**src/rtl/jsd_pkg.sv**
```systemverilog
`timescale 1ns / 1ps
`default_nettype none

package jsd_pkg;

    localparam int MAX_JOBS  = 16;
    localparam int MAX_SLOTS = 16;

    localparam int ID_W       = 8;
    localparam int DUE_W      = 8;
    localparam int GAIN_W     = 16;
    localparam int SUM_W      = 20;
    localparam int SLOT_OUT_W = 4;

    localparam int CNT_W     = $clog2(MAX_JOBS + 1);
    localparam int SLOT_W    = (MAX_SLOTS > 1) ? $clog2(MAX_SLOTS) : 1;
    localparam int SLOT_CMP_W = ((SLOT_W > DUE_W) ? SLOT_W : DUE_W) + 1;

    typedef struct packed {
        logic [ID_W-1:0]   id;
        logic [DUE_W-1:0]  due;
        logic [GAIN_W-1:0] gain;
    } job_t;

    typedef struct packed {
        logic ins;
        logic pop;
        job_t new_job;
    } chain_ctl_t;

    typedef struct packed {
        logic              clr;
        logic              place;
        job_t              job;
        logic [SLOT_W-1:0] rd_idx;
    } slot_ctl_t;

endpackage

`default_nettype wire

```
**src/rtl/job_sequencing_with_deadlines_core.sv**
```systemverilog
// channel | dir | ports                      | payload
// --------+-----+----------------------------+---------------------------------------
// job in  | in  | s_tvalid s_tready s_tdata  | tdata: job_id, due_slot, gain; tlast: last_job
//         |     | s_tlast                    |
// result  | out | m_tvalid m_tready m_tdata  | tdata: job_id_res, slot_index, total_gain;
//         |     | m_tuser m_tlast            | tuser: is_job; tlast: last_result
//
// load: one job transfer per cycle into the sorted cell chain
// schedule: jobs leave the chain head in gain order for the slot search until it is empty
// output: occupied slots in slot order, then the summary result; held by m_tready stalls
// s_tready is low from the last job until the summary is loaded in the output register
// reset: synchronous, clears counts, slot occupancy, total and the output valid flag
`timescale 1ns / 1ps
`default_nettype none

module job_sequencing_with_deadlines_core (
    input  wire logic        aclk,
    input  wire logic        aresetn,
    input  wire logic        s_tvalid,
    output logic             s_tready,
    input  wire logic [31:0] s_tdata,   // job_id[7:0], due_slot[15:8], gain[31:16]
    input  wire logic        s_tlast,
    output logic             m_tvalid,
    input  wire logic        m_tready,
    output logic [31:0]      m_tdata,   // job_id_res[7:0], slot_index[11:8], total_gain[31:12]
    output logic             m_tuser,   // is_job
    output logic             m_tlast
);
    import jsd_pkg::*;

    localparam logic [1:0] ST_LOAD  = 2'd0;
    localparam logic [1:0] ST_SCHED = 2'd1;
    localparam logic [1:0] ST_EMIT  = 2'd2;
    localparam logic [1:0] ST_SUM   = 2'd3;

    logic [1:0]        state_reg, state_next;
    logic [SLOT_W-1:0] ptr_reg, ptr_next;
    logic              out_valid_reg, out_valid_next;
    logic [31:0]       out_data_reg, out_data_next;
    logic              out_user_reg, out_user_next;
    logic              out_last_reg, out_last_next;

    chain_ctl_t        chain_ctl;
    slot_ctl_t         slot_ctl;
    job_t              head_job;
    logic              head_valid;
    logic              rd_occ;
    logic [ID_W-1:0]   rd_id;
    logic [SUM_W-1:0]  sum;
    logic              s_xfer;
    logic              out_free;

    assign s_tready = (state_reg == ST_LOAD);
    assign s_xfer   = s_tvalid && s_tready;
    assign out_free = !out_valid_reg || m_tready;

    always_comb begin
        chain_ctl.new_job.id   = s_tdata[7:0];
        chain_ctl.new_job.due  = s_tdata[15:8];
        chain_ctl.new_job.gain = s_tdata[31:16];
        chain_ctl.ins          = s_xfer;
        chain_ctl.pop          = (state_reg == ST_SCHED);

        slot_ctl.clr    = s_xfer && s_tlast;
        slot_ctl.place  = (state_reg == ST_SCHED) && head_valid;
        slot_ctl.job    = head_job;
        slot_ctl.rd_idx = ptr_reg;
    end

    jsd_sort_chain u_chain (
        .aclk       (aclk),
        .aresetn    (aresetn),
        .ctl        (chain_ctl),
        .head_job   (head_job),
        .head_valid (head_valid)
    );

    jsd_slots u_slots (
        .aclk    (aclk),
        .aresetn (aresetn),
        .ctl     (slot_ctl),
        .rd_occ  (rd_occ),
        .rd_id   (rd_id),
        .sum     (sum)
    );

    always_comb begin
        state_next     = state_reg;
        ptr_next       = ptr_reg;
        out_valid_next = out_valid_reg && !m_tready;
        out_data_next  = out_data_reg;
        out_user_next  = out_user_reg;
        out_last_next  = out_last_reg;
        case (state_reg)
            ST_LOAD: begin
                if (s_xfer && s_tlast) begin
                    state_next = ST_SCHED;
                end
            end
            ST_SCHED: begin
                ptr_next = '0;
                if (!head_valid) begin
                    state_next = ST_EMIT;
                end
            end
            ST_EMIT: begin
                if (out_free) begin
                    if (rd_occ) begin
                        out_valid_next = 1'b1;
                        out_data_next  = {{SUM_W{1'b0}}, SLOT_OUT_W'(ptr_reg), rd_id};
                        out_user_next  = 1'b1;
                        out_last_next  = 1'b0;
                    end
                    if (ptr_reg == SLOT_W'(MAX_SLOTS - 1)) begin
                        state_next = ST_SUM;
                    end else begin
                        ptr_next = ptr_reg + SLOT_W'(1);
                    end
                end
            end
            ST_SUM: begin
                if (out_free) begin
                    out_valid_next = 1'b1;
                    out_data_next  = {sum, {(32-SUM_W){1'b0}}};
                    out_user_next  = 1'b0;
                    out_last_next  = 1'b1;
                    state_next     = ST_LOAD;
                end
            end
            default: begin
                state_next = ST_LOAD;
            end
        endcase
    end

    always_ff @(posedge aclk) begin
        if (!aresetn) begin
            state_reg     <= ST_LOAD;
            ptr_reg       <= '0;
            out_valid_reg <= 1'b0;
        end else begin
            state_reg     <= state_next;
            ptr_reg       <= ptr_next;
            out_valid_reg <= out_valid_next;
        end
    end

    always_ff @(posedge aclk) begin
        out_data_reg <= out_data_next;
        out_user_reg <= out_user_next;
        out_last_reg <= out_last_next;
    end

    assign m_tvalid = out_valid_reg;
    assign m_tdata  = out_data_reg;
    assign m_tuser  = out_user_reg;
    assign m_tlast  = out_last_reg;

    a_last_starts_sched: assert property (@(posedge aclk) disable iff (!aresetn)
        (s_tvalid && s_tready && s_tlast) |=> (state_reg == ST_SCHED))
        else $error("schedule did not start after final job");

    a_summary_not_job: assert property (@(posedge aclk) disable iff (!aresetn)
        (m_tvalid && m_tlast) |-> !m_tuser)
        else $error("summary result flagged as job");

    a_job_no_total: assert property (@(posedge aclk) disable iff (!aresetn)
        (m_tvalid && m_tuser) |-> (m_tdata[31:12] == '0 && !m_tlast))
        else $error("job result carries total or last mark");

    a_no_input_busy: assert property (@(posedge aclk) disable iff (!aresetn)
        (state_reg == ST_SCHED && head_valid) |=> (state_reg == ST_SCHED || !head_valid))
        else $error("left scheduling with jobs pending");

endmodule

`default_nettype wire

```
**src/rtl/jsd_cell.sv**
```systemverilog
`timescale 1ns / 1ps
`default_nettype none

module jsd_cell (
    input  wire logic               aclk,
    input  wire jsd_pkg::chain_ctl_t ctl,
    input  wire logic               valid_i,
    input  wire logic               prev_ge_i,
    input  wire jsd_pkg::job_t      prev_job_i,
    input  wire jsd_pkg::job_t      next_job_i,
    output jsd_pkg::job_t           job_o,
    output logic                    ge_o
);
    import jsd_pkg::*;

    job_t job_reg;
    job_t job_next;

    // this entry ranks ahead of the incoming job (ties keep arrival order)
    assign ge_o  = valid_i && (job_reg.gain >= ctl.new_job.gain);
    assign job_o = job_reg;

    always_comb begin
        job_next = job_reg;
        if (ctl.pop) begin
            job_next = next_job_i;
        end else if (ctl.ins && !ge_o) begin
            job_next = prev_ge_i ? ctl.new_job : prev_job_i;
        end
    end

    always_ff @(posedge aclk) begin
        job_reg <= job_next;
    end

endmodule

`default_nettype wire

```
**src/rtl/jsd_sort_chain.sv**
```systemverilog
`timescale 1ns / 1ps
`default_nettype none

module jsd_sort_chain (
    input  wire logic                aclk,
    input  wire logic                aresetn,
    input  wire jsd_pkg::chain_ctl_t ctl,
    output jsd_pkg::job_t            head_job,
    output logic                     head_valid
);
    import jsd_pkg::*;

    logic [CNT_W-1:0] count_reg;
    logic [CNT_W-1:0] count_next;
    logic             full;
    chain_ctl_t       cell_ctl;
    job_t             cell_job [MAX_JOBS];
    logic             cell_ge  [MAX_JOBS];
    logic             cell_valid [MAX_JOBS];
    job_t             blank_job;

    assign full       = (count_reg == CNT_W'(MAX_JOBS));
    assign head_valid = (count_reg != '0);
    assign head_job   = cell_job[0];
    assign blank_job  = '0;

    always_comb begin
        cell_ctl     = ctl;
        cell_ctl.ins = ctl.ins && !full && !ctl.pop;
        cell_ctl.pop = ctl.pop && head_valid;
        count_next   = count_reg;
        if (cell_ctl.pop) begin
            count_next = count_reg - CNT_W'(1);
        end else if (cell_ctl.ins) begin
            count_next = count_reg + CNT_W'(1);
        end
    end

    always_ff @(posedge aclk) begin
        if (!aresetn) begin
            count_reg <= '0;
        end else begin
            count_reg <= count_next;
        end
    end

    for (genvar i = 0; i < MAX_JOBS; i++) begin : g_cell
        assign cell_valid[i] = (count_reg > CNT_W'(i));
        jsd_cell u_cell (
            .aclk       (aclk),
            .ctl        (cell_ctl),
            .valid_i    (cell_valid[i]),
            .prev_ge_i  ((i == 0) ? 1'b1 : cell_ge[(i == 0) ? 0 : i-1]),
            .prev_job_i ((i == 0) ? blank_job : cell_job[(i == 0) ? 0 : i-1]),
            .next_job_i ((i == MAX_JOBS-1) ? blank_job
                                            : cell_job[(i == MAX_JOBS-1) ? i : i+1]),
            .job_o      (cell_job[i]),
            .ge_o       (cell_ge[i])
        );
    end

endmodule

`default_nettype wire

```
**src/rtl/jsd_slots.sv**
```systemverilog
`timescale 1ns / 1ps
`default_nettype none

module jsd_slots (
    input  wire logic                 aclk,
    input  wire logic                 aresetn,
    input  wire jsd_pkg::slot_ctl_t   ctl,
    output logic                      rd_occ,
    output logic [jsd_pkg::ID_W-1:0]  rd_id,
    output logic [jsd_pkg::SUM_W-1:0] sum
);
    import jsd_pkg::*;

    logic [MAX_SLOTS-1:0] occ_reg;
    logic [MAX_SLOTS-1:0] occ_next;
    logic [ID_W-1:0]      id_reg [MAX_SLOTS];
    logic [SUM_W-1:0]     sum_reg;
    logic [SUM_W-1:0]     sum_next;
    logic [SUM_W:0]       sum_add;
    logic                 found;
    logic [SLOT_W-1:0]    sel;

    // latest free slot before the deadline
    always_comb begin
        found = 1'b0;
        sel   = '0;
        for (int s = 0; s < MAX_SLOTS; s++) begin
            if (!occ_reg[s] && (SLOT_CMP_W'(s) < SLOT_CMP_W'(ctl.job.due))) begin
                found = 1'b1;
                sel   = SLOT_W'(s);
            end
        end
    end

    assign sum_add = {1'b0, sum_reg} + (SUM_W+1)'(ctl.job.gain);

    always_comb begin
        occ_next = occ_reg;
        sum_next = sum_reg;
        if (ctl.clr) begin
            occ_next = '0;
            sum_next = '0;
        end else if (ctl.place && found) begin
            occ_next[sel] = 1'b1;
            sum_next      = sum_add[SUM_W] ? {SUM_W{1'b1}} : sum_add[SUM_W-1:0];
        end
    end

    always_ff @(posedge aclk) begin
        if (!aresetn) begin
            occ_reg <= '0;
            sum_reg <= '0;
        end else begin
            occ_reg <= occ_next;
            sum_reg <= sum_next;
        end
    end

    always_ff @(posedge aclk) begin
        if (!ctl.clr && ctl.place && found) begin
            id_reg[sel] <= ctl.job.id;
        end
    end

    assign rd_occ = occ_reg[ctl.rd_idx];
    assign rd_id  = id_reg[ctl.rd_idx];
    assign sum    = sum_reg;

endmodule

`default_nettype wire

```
**config.mk**
```make
export PLATFORM = sky130hd
export DESIGN_NAME = job_sequencing_with_deadlines_core
export DESIGN_NICKNAME = d
export VERILOG_FILES = /design/src/rtl/jsd_pkg.sv /design/src/rtl/job_sequencing_with_deadlines_core.sv /design/src/rtl/jsd_cell.sv /design/src/rtl/jsd_sort_chain.sv /design/src/rtl/jsd_slots.sv
export SDC_FILE = /design/constraint.sdc
export NUM_CORES = 2
export LEC_CHECK = 0
export BUFFER_PORTS_ARGS = -buffer_cell sky130_fd_sc_hd__buf_2
export CORE_MARGIN = 8
export CORE_UTILIZATION = 58
export DETAILED_ROUTE_END_ITERATION = 10
export PLACE_DENSITY = 0.79
export SLEW_MARGIN = 0
export SYNTH_ARGS = -nofsm -noshare
export SYNTH_HDL_FRONTEND = slang
export SYNTH_SLANG_ARGS = --single-unit
```
**constraint.sdc**
```tcl
create_clock -name aclk -period 6.56 [get_ports aclk]
set_input_delay 1.312 -clock aclk [delete_from_list [all_inputs] [get_ports aclk]]
set_output_delay 1.312 -clock aclk [all_outputs]
set_load 0.005 [all_outputs]
```
; ---- After elaboration in Yosys (flattened, before gate mapping)
; Memory sizes are Yosys's and may differ from the RTL's. A register that Yosys moved wholly into a read port is not among the register bits.
; Cells that the tools add are included.
[op_classes]
add_sub_neg = 4
n_mul = 0
div = 0
magnitude_cmp = 51
n_eq_ne = 12
n_shift = 0
n_mux = 112
bitwise_logic = 2
reduce_logical = 120
[ops]
columns = operator, count
row1 = 2-to-1 mux 32 bit, 48
row2 = >= comparator 16 bit, 16
row3 = "< comparator 4 x 8 -> 1 bit, first input constant", 8
row4 = case mux 32 bit (2 select lines), 1
row5 = logical AND 1 bit, 58
row6 = 2-to-1 mux 4 bit, 12
row7 = "greater-than comparator 5 x 4 -> 1 bit, second input constant", 8
row8 = logical NOT 1 bit, 37
row9 = nonzero test 2 bit, 18
row10 = "< comparator 3 x 8 -> 1 bit, first input constant", 4
row11 = 2-to-1 mux 1 bit, 30
row12 = adder 20 x 16 -> 21 bit, 1
row13 = "greater-than comparator 5 x 3 -> 1 bit, second input constant", 4
row14 = 2-to-1 mux 20 bit, 1
row15 = "< comparator 1 x 8 -> 1 bit, first input constant", 2
row16 = "< comparator 2 x 8 -> 1 bit, first input constant", 2
row17 = bitwise OR 16 bit, 1
row18 = 2-to-1 mux 2 bit, 7
row19 = 2-to-1 mux 3 bit, 4
row20 = "inequality test 2 bit, second input constant", 6
row21 = "greater-than comparator 5 x 1 -> 1 bit, second input constant", 2
row22 = "greater-than comparator 5 x 2 -> 1 bit, second input constant", 2
row23 = "< comparator 4 x 5 -> 1 bit, second input constant", 2
row24 = 2-to-1 mux 5 bit, 2
row25 = 22 further kinds, 25
[word_totals]
reg_bits = 594
latch_bits = 0
ram_bits = 128
mem_bits_ro = 0
input_bits = 37
out_inout_bits = 36
wordCells = 359
memories = 1
[memory_table]
columns = name, depth, width, rd, rd_ports_with_merged_regs, wr, line
row1 = u_slots.id_reg, 16, 8, 1, 1, 1, jsd_slots.sv:16  ; logic [ID_W-1:0] id_reg [MAX_SLOTS];

; ---- Depth between registers and ports, before layout
[depth]
word_depth = 22
ltp_mapped = 12
ltp_nobuf = 10

; ---- By module
; From an unflattened synthesis, not the netlist that was laid out.
[hier_totals]
hier_cells = 3903
hier_area_um2 = 42965.0
[modules_own_cells]
columns = module, n_inst, cells_per_inst, area_each_um2, seq_area_each_um2
row1 = jsd_cell, 16, 199, 2062.0, 960.9
row2 = jsd_slots, 1, 512, 7641.1, 4564.4
row3 = job_sequencing_with_deadlines_core, 1, 126, 1730.4, 1161.1
row4 = jsd_sort_chain, 1, 81, 601.8, 100.1

; ---- Worst setup path before layout
; OpenSTA, ideal clock, no wires.
[synth_path]
kind = input port to flip-flop
from = in s_tdata[21]
to = reg u_chain.g_cell[3].u_cell.job_reg, in the netlist u_chain.g_cell[3].u_cell.job_o[0], enable pin
setup_ps = 466
arrival_ps = 5866
t_required_ps = 6094
setup_slack_ps = 228
path_stages = 10
n_path_buf = 3
cell_sequence = clkbuf_1 > inv_1 > ha_1 > a21o_1 > a221o_1 > o211ai_1 > clkbuf_1 > clkbuf_1 > a21oi_1 > o21ai_0
[synth_between]
elab_chain_cells = 5
[synth_rtl]
columns = element, line
row1 = start: declaration, job_sequencing_with_deadlines_core.sv:21  ; input wire logic [31:0] s_tdata,
row2 = >= comparator 16 bit, jsd_cell.sv:20  ; assign ge_o = valid_i && (job_reg.gain >= ctl.new_job.gain);
row3 = logical AND 1 bit, jsd_cell.sv:20
row4 = logical NOT 1 bit, jsd_cell.sv:27  ; end else if (ctl.ins && !ge_o) begin
row5 = logical AND 1 bit, jsd_cell.sv:27
row6 = nonzero test 2 bit (no line), n/a
row7 = end signal: assignment, jsd_cell.sv:33  ; job_reg <= job_next;
row8 = end: declaration, jsd_cell.sv:16  ; job_t job_reg;
; Every way passes these cells.
; A chain may end at the register's enable or synchronous reset.

; ---- Worst setup path after layout
[layout_path]
from = reg u_chain.count_reg[4]
to = mem u_slots.id_reg[2][0], enable pin
[layout_between]
elab_chain_cells = 6
[layout_rtl]
columns = element, line
row1 = start: declaration, jsd_sort_chain.sv:13  ; logic [CNT_W-1:0] count_reg;
row2 = start signal: assignment, jsd_sort_chain.sv:43  ; count_reg <= count_next;
row3 = nonzero test 5 bit, jsd_sort_chain.sv:23  ; assign head_valid = (count_reg != '0);
row4 = logical AND 1 bit, job_sequencing_with_deadlines_core.sv:65  ; slot_ctl.place = (state_reg == ST_SCHED) && head_valid;
row5 = logical AND 1 bit (2 in a row), jsd_slots.sv:60  ; if (!ctl.clr && ctl.place && found) begin
row6 = 2-to-1 mux 1 bit, jsd_slots.sv:60
row7 = 2-to-1 mux 1 bit (implied by the code), jsd_slots.sv:61  ; id_reg[sel] <= ctl.job.id;
row8 = end: declaration, jsd_slots.sv:16
; Every way passes these cells.

==> results_dict.tcl <==
set metrics [dict create \
    io_buffer_count 72 \
    netlist_instances 4004 \
    pin_count_of_the_biggest_net_entering_global_routing 198 \
    finalSetupTns_ns 0 \
    final_net_count 4221 \
    timing_worst_setup_path_type "reg2reg" \
    synthesis.nets 4324 \
    clkSlewWorstSetupHoldPaths_ns 0.06 \
    cts_sinks 726 \
    share_clk_of_total_power 0.179 \
    largest_reg_flops 512 \
    critical_path.top_delay_family "simple AND/OR/NAND/NOR gates" \
    detailedRoute.firstIterationViolations 4471 \
    cpMaxStageDelayCell "sky130_fd_sc_hd__nor4_2" \
    detail_route.wl_per_cell_um 23.4 \
    synth_cell_types 83 \
    static-leakage-power_nw 17.6 \
    power_frac_seq 0.412 \
    finalClockSkew_ns 0.0352 \
    timing_hold_violations_final 0 \
    drv_slew 0 \
    timing.slew.headroom 0.147 \
    worstPathArrival_ns 4.74 \
    power_report.internal_total_mw 14.9 \
    insertion_delay_ns 0.65 \
    ant_nets 0 \
    clk_path_buf_depth 3 \
    boundaryPins 73 \
    pre_cts_slack_ns 1.56 \
    peakVddDrop_uv 352 \
    cts_repair_resize_count 0 \
    worstPathCellList "clkinv_1 -> nand2_1 -> buf_4 -> nand2_4 -> or3_4 -> nor3_4 -> nand2_2 -> nor4_2" \
    clock_tree.root_cell "sky130_fd_sc_hd__clkbuf_16" \
    num_rows 99 \
    setup_violations 0 \
    fmaxAchievable_mhz 223 \
    slowest_delay_ns 0.82 \
    start_kind "flop" \
    count_of_state_elements_after_synthesis 726 \
    worst_ep_required_time_ns 6.82 \
    post-route-worst-setup-slack_ns 2.08 \
    status "finished clean" \
    synth_enable_flop_cells 642 \
    critPathLaunch "u_chain.count_reg[4]" \
    fp.dieArea_um2 82500 \
    synth_async_sr_flop_share 0 \
    hold_buffers 0 \
    cts_tree "yes" \
    htree_num_levels 3 \
    critPathCaptureType "flop" \
    synth.avg_cell_area_um2 10.7 \
    netlist_area_um2 42700 \
    p_per_area_nw_per_um2 540 \
    fin_crit_ns 4.48 \
    design_power_total_mw 25.1 \
    crit-reg2reg-launch "u_chain.count_reg[4]" \
    synth.top_cell.area_share 0.452 \
    layout.core_utilization 0.637 \
    vias_in_the_first_global_route 31600 \
    post-dp-hpwl_mm 79.0 \
    tightest_slew_ns 1.27 \
    power.share.switching 0.405 \
    drt_drc_violations_left 0 \
    detailroute.via_count 33600 \
    maxCapViolCount 0 \
    synth.yosys.seq_area_share 0.491 \
    synth-warning-count 0 \
    path_max_fanout 44 \
    synth_top_cell_by_area "sky130_fd_sc_hd__edfxtp_1" \
    via_per_inst 6.83 \
    post-cts-setup-buffer-count 0 \
    synthToLayoutAreaGrowth_pct 8.98 \
    grt.overflow.total 0 \
    drt_first_pass_iters 8 \
    ys_top_cells_by_area "sky130_fd_sc_hd__edfxtp_1 (45%), sky130_fd_sc_hd__ha_1 (8.3%), sky130_fd_sc_hd__mux2i_1 (6.0%), sky130_fd_sc_hd__nand2_1 (4.4%), sky130_fd_sc_hd__o21ai_0 (4.2%)" \
    filler_cell_count 5639 \
    number_of_buffers_inserted_during_clock_tree_synthesis 79 \
    postRouteWirelength_mm 115 \
    hold_start "u_slots.occ_reg[7]" \
    layout-drive-gt1-share 0.0999 \
    gpl.final_weighted_congestion 0.884 \
    critical_path.n_buffers_inverters 2 \
    finalCritPeriodShare 0.683 \
    dominantRegCellSynth "sky130_fd_sc_hd__edfxtp_1" \
    antenna_found_initial 2 \
    synth_commonest_cells "sky130_fd_sc_hd__edfxtp_1 (642), sky130_fd_sc_hd__nand2_1 (495), sky130_fd_sc_hd__o21ai_0 (359)" \
    design.core.area_um2 73000 \
    dieWidth_um 287 \
    grt_usage 0.271 \
    dieHeight_um 287 \
    floorplan.initialDensity 0.585 \
    post-synth-top-count-cell "sky130_fd_sc_hd__edfxtp_1" \
    grt_pass1_wl_mm 181 \
    rsz_0062_raised_after_global_routing "no" \
    pwr-share-comb 0.409 \
    worst_hold_path_type "reg2reg" \
    p_sw_mw 10.2 \
]
==> stage by stage <==
step	std cells	cell area, µm²	hold slack (ns)
2_1_floorplan	4004	42700	0.437
3_3_place_gp	4779	43900	0.477
3_5_place_dp	4779	43900	0.509
4_1_cts	4923	46500	0.519
5_1_grt	4923	46500	0.553
6_report	4924	46500	0.534
==> power groups by stage <==
stage	combinational, mW	clock [mW]	sequential (mW)
CTS	10.1	4.54	10.2
detailed placement	10.0	0	10.3
floorplan	7.59	0	9.48
global placement	9.55	0	10.2
global route	11.3	4.72	10.5
finish	10.3	4.50	10.3
==> path summary, 6_finish.rpt <==
kind                          endpoint  depth (start not counted)  slack (ns)
setup / recovery  u_slots.id_reg[2][0]                          8        2.08
hold / removal      u_slots.occ_reg[7]                          2        0.53
setup reg to reg  u_slots.id_reg[2][0]                          8        2.08
hold reg to reg     u_slots.occ_reg[7]                          2        0.53
==> layout make-up <==
type / instances / area, µm² / area share
Clock buffer: 105 / 2190 / 0.0470
Inverter: 59 / 221 / 0.00476
Sequential cell: 726 / 21000 / 0.451
Timing Repair Buffer: 143 / 1010 / 0.0216
Clock inverter: 39 / 435 / 0.00936
Antenna cell: 1 / 2.50 / 0.0000538
Multi-Input combinational cell: 2892 / 20500 / 0.441
Tap cell: 959 / 1200 / 0.0258
==> worst reg2reg max path: cells and delay by family, from the launching register on <==
kind,cells,cell delay [ns]
buffers and inverters,2,0.94
DFF,1,0.72
and+or+nand+nor,6,2.46
==> cell families (layout without fill, tap and decap cells) <==
family          count (synthesis)  count (layout)  synth area share
compound gates               1151            1151             0.173
simple gates                 1139            1139             0.130
flops                         726             726             0.491
buf+inv                       386             346            0.0357
mux                           302             302            0.0840
fa+ha+maj                     283             283            0.0832
xor+xnor                       17              17           0.00349
other cells                     0               1                 0
==> routing by layer <==
| metal | track usage | part of all wire | vias to the layer above |
|---|---|---|---|
| met4 | 0.0767 | 0.023 | 2 |
| met5 | 0 | 0.00011 | - |
| met3 | 0.0488 | 0.12 | 208 |
| met1 | 0.395 | 0.42 | 16200 |
| li1 | - | - | 15200 |
| met2 | 0.416 | 0.44 | 2067 |
==> placed cells by master, fill, tap and decap left out, types with 45 or more instances in the layout <==
cell type	Yosys	routed
sky130_fd_sc_hd__edfxtp_1	642	642
sky130_fd_sc_hd__nand2_1	495	492
sky130_fd_sc_hd__o21ai_0	359	349
sky130_fd_sc_hd__ha_1	282	282
sky130_fd_sc_hd__mux2i_1	257	257
sky130_fd_sc_hd__a21oi_1	248	242
sky130_fd_sc_hd__nand3_1	151	151
sky130_fd_sc_hd__nand4_1	118	118
sky130_fd_sc_hd__and3_1	107	107
sky130_fd_sc_hd__o211ai_1	105	105
sky130_fd_sc_hd__a211o_1	101	101
sky130_fd_sc_hd__nor2_1	103	100
sky130_fd_sc_hd__dfxtp_1	84	82
sky130_fd_sc_hd__clkbuf_16	0	80
sky130_fd_sc_hd__buf_2	32	72
sky130_fd_sc_hd__o22ai_1	66	64
sky130_fd_sc_hd__buf_4	1	62
sky130_fd_sc_hd__inv_1	58	58
sky130_fd_sc_hd__a21o_1	51	51
sky130_fd_sc_hd__mux4_2	45	45
Power figures use the tool's default switching activity.
